### config.mk
export PLATFORM = sky130hd
export DESIGN_NAME = png_ram
export DESIGN_NICKNAME = d
export VERILOG_FILES = /design/src/rtl/png_ram.sv
export SDC_FILE = /design/constraint.sdc
export NUM_CORES = 1
export LEC_CHECK = 0
export BUFFER_PORTS_ARGS = -buffer_cell sky130_fd_sc_hd__buf_4
export CORE_MARGIN = 2
export CORE_UTILIZATION = 50
export DETAILED_ROUTE_END_ITERATION = 10
export PLACE_DENSITY = 0.77
export SKIP_CTS_REPAIR_TIMING = 1
export SYNTH_ARGS = -nofsm -noshare
export SYNTH_HDL_FRONTEND = slang
export SYNTH_SLANG_ARGS = --single-unit
### constraint.sdc
create_clock -name clk -period 2.96 [get_ports clk]
set_input_delay 0 -clock clk [delete_from_list [all_inputs] [get_ports clk]]
set_output_delay 0 -clock clk [all_outputs]
set_load 0.02 [all_outputs]
### src/rtl/png_ram.sv
// Generic RAM: one write port, two registered read ports.
`timescale 1ns / 1ps
module png_ram #(
	parameter int WIDTH = 8,
	parameter int DEPTH = 16
) (
	input  logic                     clk,
	input  logic                     we,
	input  logic [$clog2(DEPTH)-1:0] waddr,
	input  logic [WIDTH-1:0]         wdata,
	input  logic [$clog2(DEPTH)-1:0] raddr_a,
	output logic [WIDTH-1:0]         rdata_a,
	input  logic [$clog2(DEPTH)-1:0] raddr_b,
	output logic [WIDTH-1:0]         rdata_b
);

	logic [WIDTH-1:0] mem_q [DEPTH];

	always_ff @(posedge clk) begin
		if (we) begin
			mem_q[waddr] <= wdata;
		end
		rdata_a <= mem_q[raddr_a];
		rdata_b <= mem_q[raddr_b];
	end

endmodule

==> results.toml <==
[global_route]
first_global_vias = 3436
grt_pass1_wl_mm = 20.5
grt_usage_pct = 21.8
antenna_found_initial = 0
grt_max_degree = 33
grt_overflow = 0

[synth]
ys_seq_area_share_pct = 65.6
synth_cells = 307
ys_types = 20
syn_nets = 329
avgSynthCellArea_um2 = 20.7
yosys_register_bits = 144
yosysWarnings = 0
syn_area_um2 = 6350

[worst_setup_path]
worstSetupPathDepth = 3
arrival_ns = 1.86
worstSetupPathType = "reg2reg"
slowest_stage = "mux4_4"
cp-endpoint = "rdata_b[7]$_DFF_P_"
r2r-end = "rdata_b[7]$_DFF_P_"
endpoint_kind = "flip-flop"
worst_path_largest_cell_delay_ns = 0.61
r2r-start = "mem_q[3][7]$_DFFE_PP_"
cp_max_fo = 2
cp_top_family = "multiplexers"
cp-startpoint = "mem_q[3][7]$_DFFE_PP_"
worst-path-buf-inv = 0
r2r_setup_slack_ns = 1.41
crit_chain = "mux4_4, a22oi_1, nand2_1"
required_ns = 3.26
ff2ff_path_depth = 3
cp-start-kind = "flip-flop"

[placement]
place_area_um2 = 6700
io_buffer_count = 37
gp_congestion = 0.757
place_hpwl_mm = 8.27

[layout]
final_common_cell = "edfxtp_1"
stdcell_area_um2 = 7410
antennaDiodeCount = 0
multi_input_area_um2 = 2010
drive_gt1_share_pct = 29.1
syn_to_final_growth_pct = 16.8
final_cell_mix = "edfxtp_1 (128), buf_4 (41), mux4_2 (34)"
seqCellArea_um2 = 4160
fillCellCount = 920
layout.nets = 377

[drt]
drt-total-wl_mm = 13.4
ant_nets = 0
drt_iter0_drc = 375
wl_per_cell_um = 24.8
wl_met3_um = 984
vias_per_cell = 6.16
drtPass1Iterations = 5
met1_length_mm = 5.24
via_count = 3328
wl_met2_mm = 6.90
drc = 0
topRoutingLayerUsed = "met4"

[floorplan]
die_area_um2 = 13600
start_util_pct = 50.7
row_count = 41
core_area_um2 = 12500
dieWidth_um = 117
die_h_um = 117
io_pins = 38

[clock_tree]
clkTransAtPathRegs_ns = 0.06
numCtsBuffers = 17
clk_path_buf_depth = 2
clk_latency_ns = 0.42
cts_root_buffer = "clkbuf_16"
cts_tree = "done"
htreeDepth = 4
clkSinkCount = 144

[timing]
min_period_over_period_pct = 52.5
final.setup_skew_ns = 0.00667
period_minus_slack_ns = 1.55
timing.slew.headroom_pct = 32.1
slew_violations = 0
whs_ns = 0.104
tns_ns = 0
fmaxAchievable_mhz = 644
hold_viol = 0
worst_pin_slew_ns = 1.01
finalSetupViolations = 0
rsz0062_at_grt = "no"

[run]
maxCapViolations = 0

[pwr]
vdd_ir_drop_max_mv = 0.394
power_density_nw_per_um2 = 665
leakage_uw = 0.00253

[run_status]
status = "completed"

[min_path]
worstHoldPathType = "in2reg"
layer usage:
metal	GRT usage (%)	vias to the layer above
met2	35.7	161
met4	8.78	0
met1	28.5	1705
met3	5.45	25
met5	0	-
li1	-	1437
synthesized netlist by cell type:
cell type / n / area share, %
nor3_1: 4 / 0.32
a22oi_1: 32 / 3.8
nand2b_1: 2 / 0.20
buf_4: 2 / 0.24
nand3_1: 1 / 0.079
or3b_2: 1 / 0.14
nor2b_1: 2 / 0.20
dfxtp_1: 16 / 5.0
and2b_1: 2 / 0.24
nand3b_1: 2 / 0.24
buf_2: 6 / 0.47
mux4_1: 28 / 12
and2_1: 2 / 0.20
nor2_1: 14 / 0.83
mux4_4: 2 / 0.79
nand2_1: 17 / 1.0
buf_6: 6 / 1.1
edfxtp_1: 128 / 61
mux4_2: 34 / 12
clkdlybuf4s25_2: 6 / 0.95
kinds of logic after synthesis:
family                 Yosys count  share of synthesized area (%)
buffers and inverters           20                           2.72
AO/OA/AOI/OAI                   32                           3.79
multiplexers                    64                           24.4
AND/OR/NAND/NOR                 47                           3.43
flip-flops                     144                           65.6
power breakdown:
part / switching, uW / internal, uW / total [uW]
combinational: 203 / 174 / 377
sequential: 23.9 / 2280 / 2300
clock: 778 / 1470 / 2250
total: 1010 / 3920 / 4930
how the worst min path moves through the flow:
stage | depth (start not counted) | end | slack [ns] | from
4_1_cts | 1 | mem_q[6][2]$_DFFE_PP_ | -0.12 | wdata[2]
2_1_floorplan | 0 | mem_q[0][0]$_DFFE_PP_ | 0.1 | wdata[0]
6_report | 3 | mem_q[4][4]$_DFFE_PP_ | 0.10 | waddr[1]
5_1_grt | 3 | mem_q[4][4]$_DFFE_PP_ | 0.11 | waddr[0]
3_3_place_gp | 1 | mem_q[8][4]$_DFFE_PP_ | 0.30 | wdata[4]
3_5_place_dp | 1 | mem_q[6][2]$_DFFE_PP_ | 0.32 | wdata[2]
state kept, by name (all words and copies together) (netlist names):
signal	count
rdata_a	8
rdata_b	8
mem_q	128
area by class of cell:
type / count / area share (%)
well taps: 172 / 2.90
multi-input cells: 143 / 27.1
clock buffers: 22 / 6.40
clock inverters: 10 / 2.14
flip-flops and latches: 144 / 56.2
repair buffers: 49 / 5.23
worst reg2reg max path, delay by kind of cell (launching register included):
kind             cells  cell delay [ns]
AND/OR/NAND/NOR      1             0.10
multiplexers         1             0.61
AO/OA/AOI/OAI        1             0.32
flip-flops           1             0.41
through the flow:
stage / total power [uW] / instances / setup slack (ns) / util, %
2_1_floorplan: 2570 / 307 / 1.47 / -
3_3_place_gp: 2700 / 500 / 1.25 / 53.5
3_5_place_dp: 2710 / 500 / 1.19 / 53.5
4_1_cts: 4940 / 532 / 1.42 / 58.6
5_1_grt: 5070 / 540 / 1.38 / 59.2
6_report: 4930 / 540 / 1.41 / 59.2
Note: power is estimated with default switching activity, not from simulation.
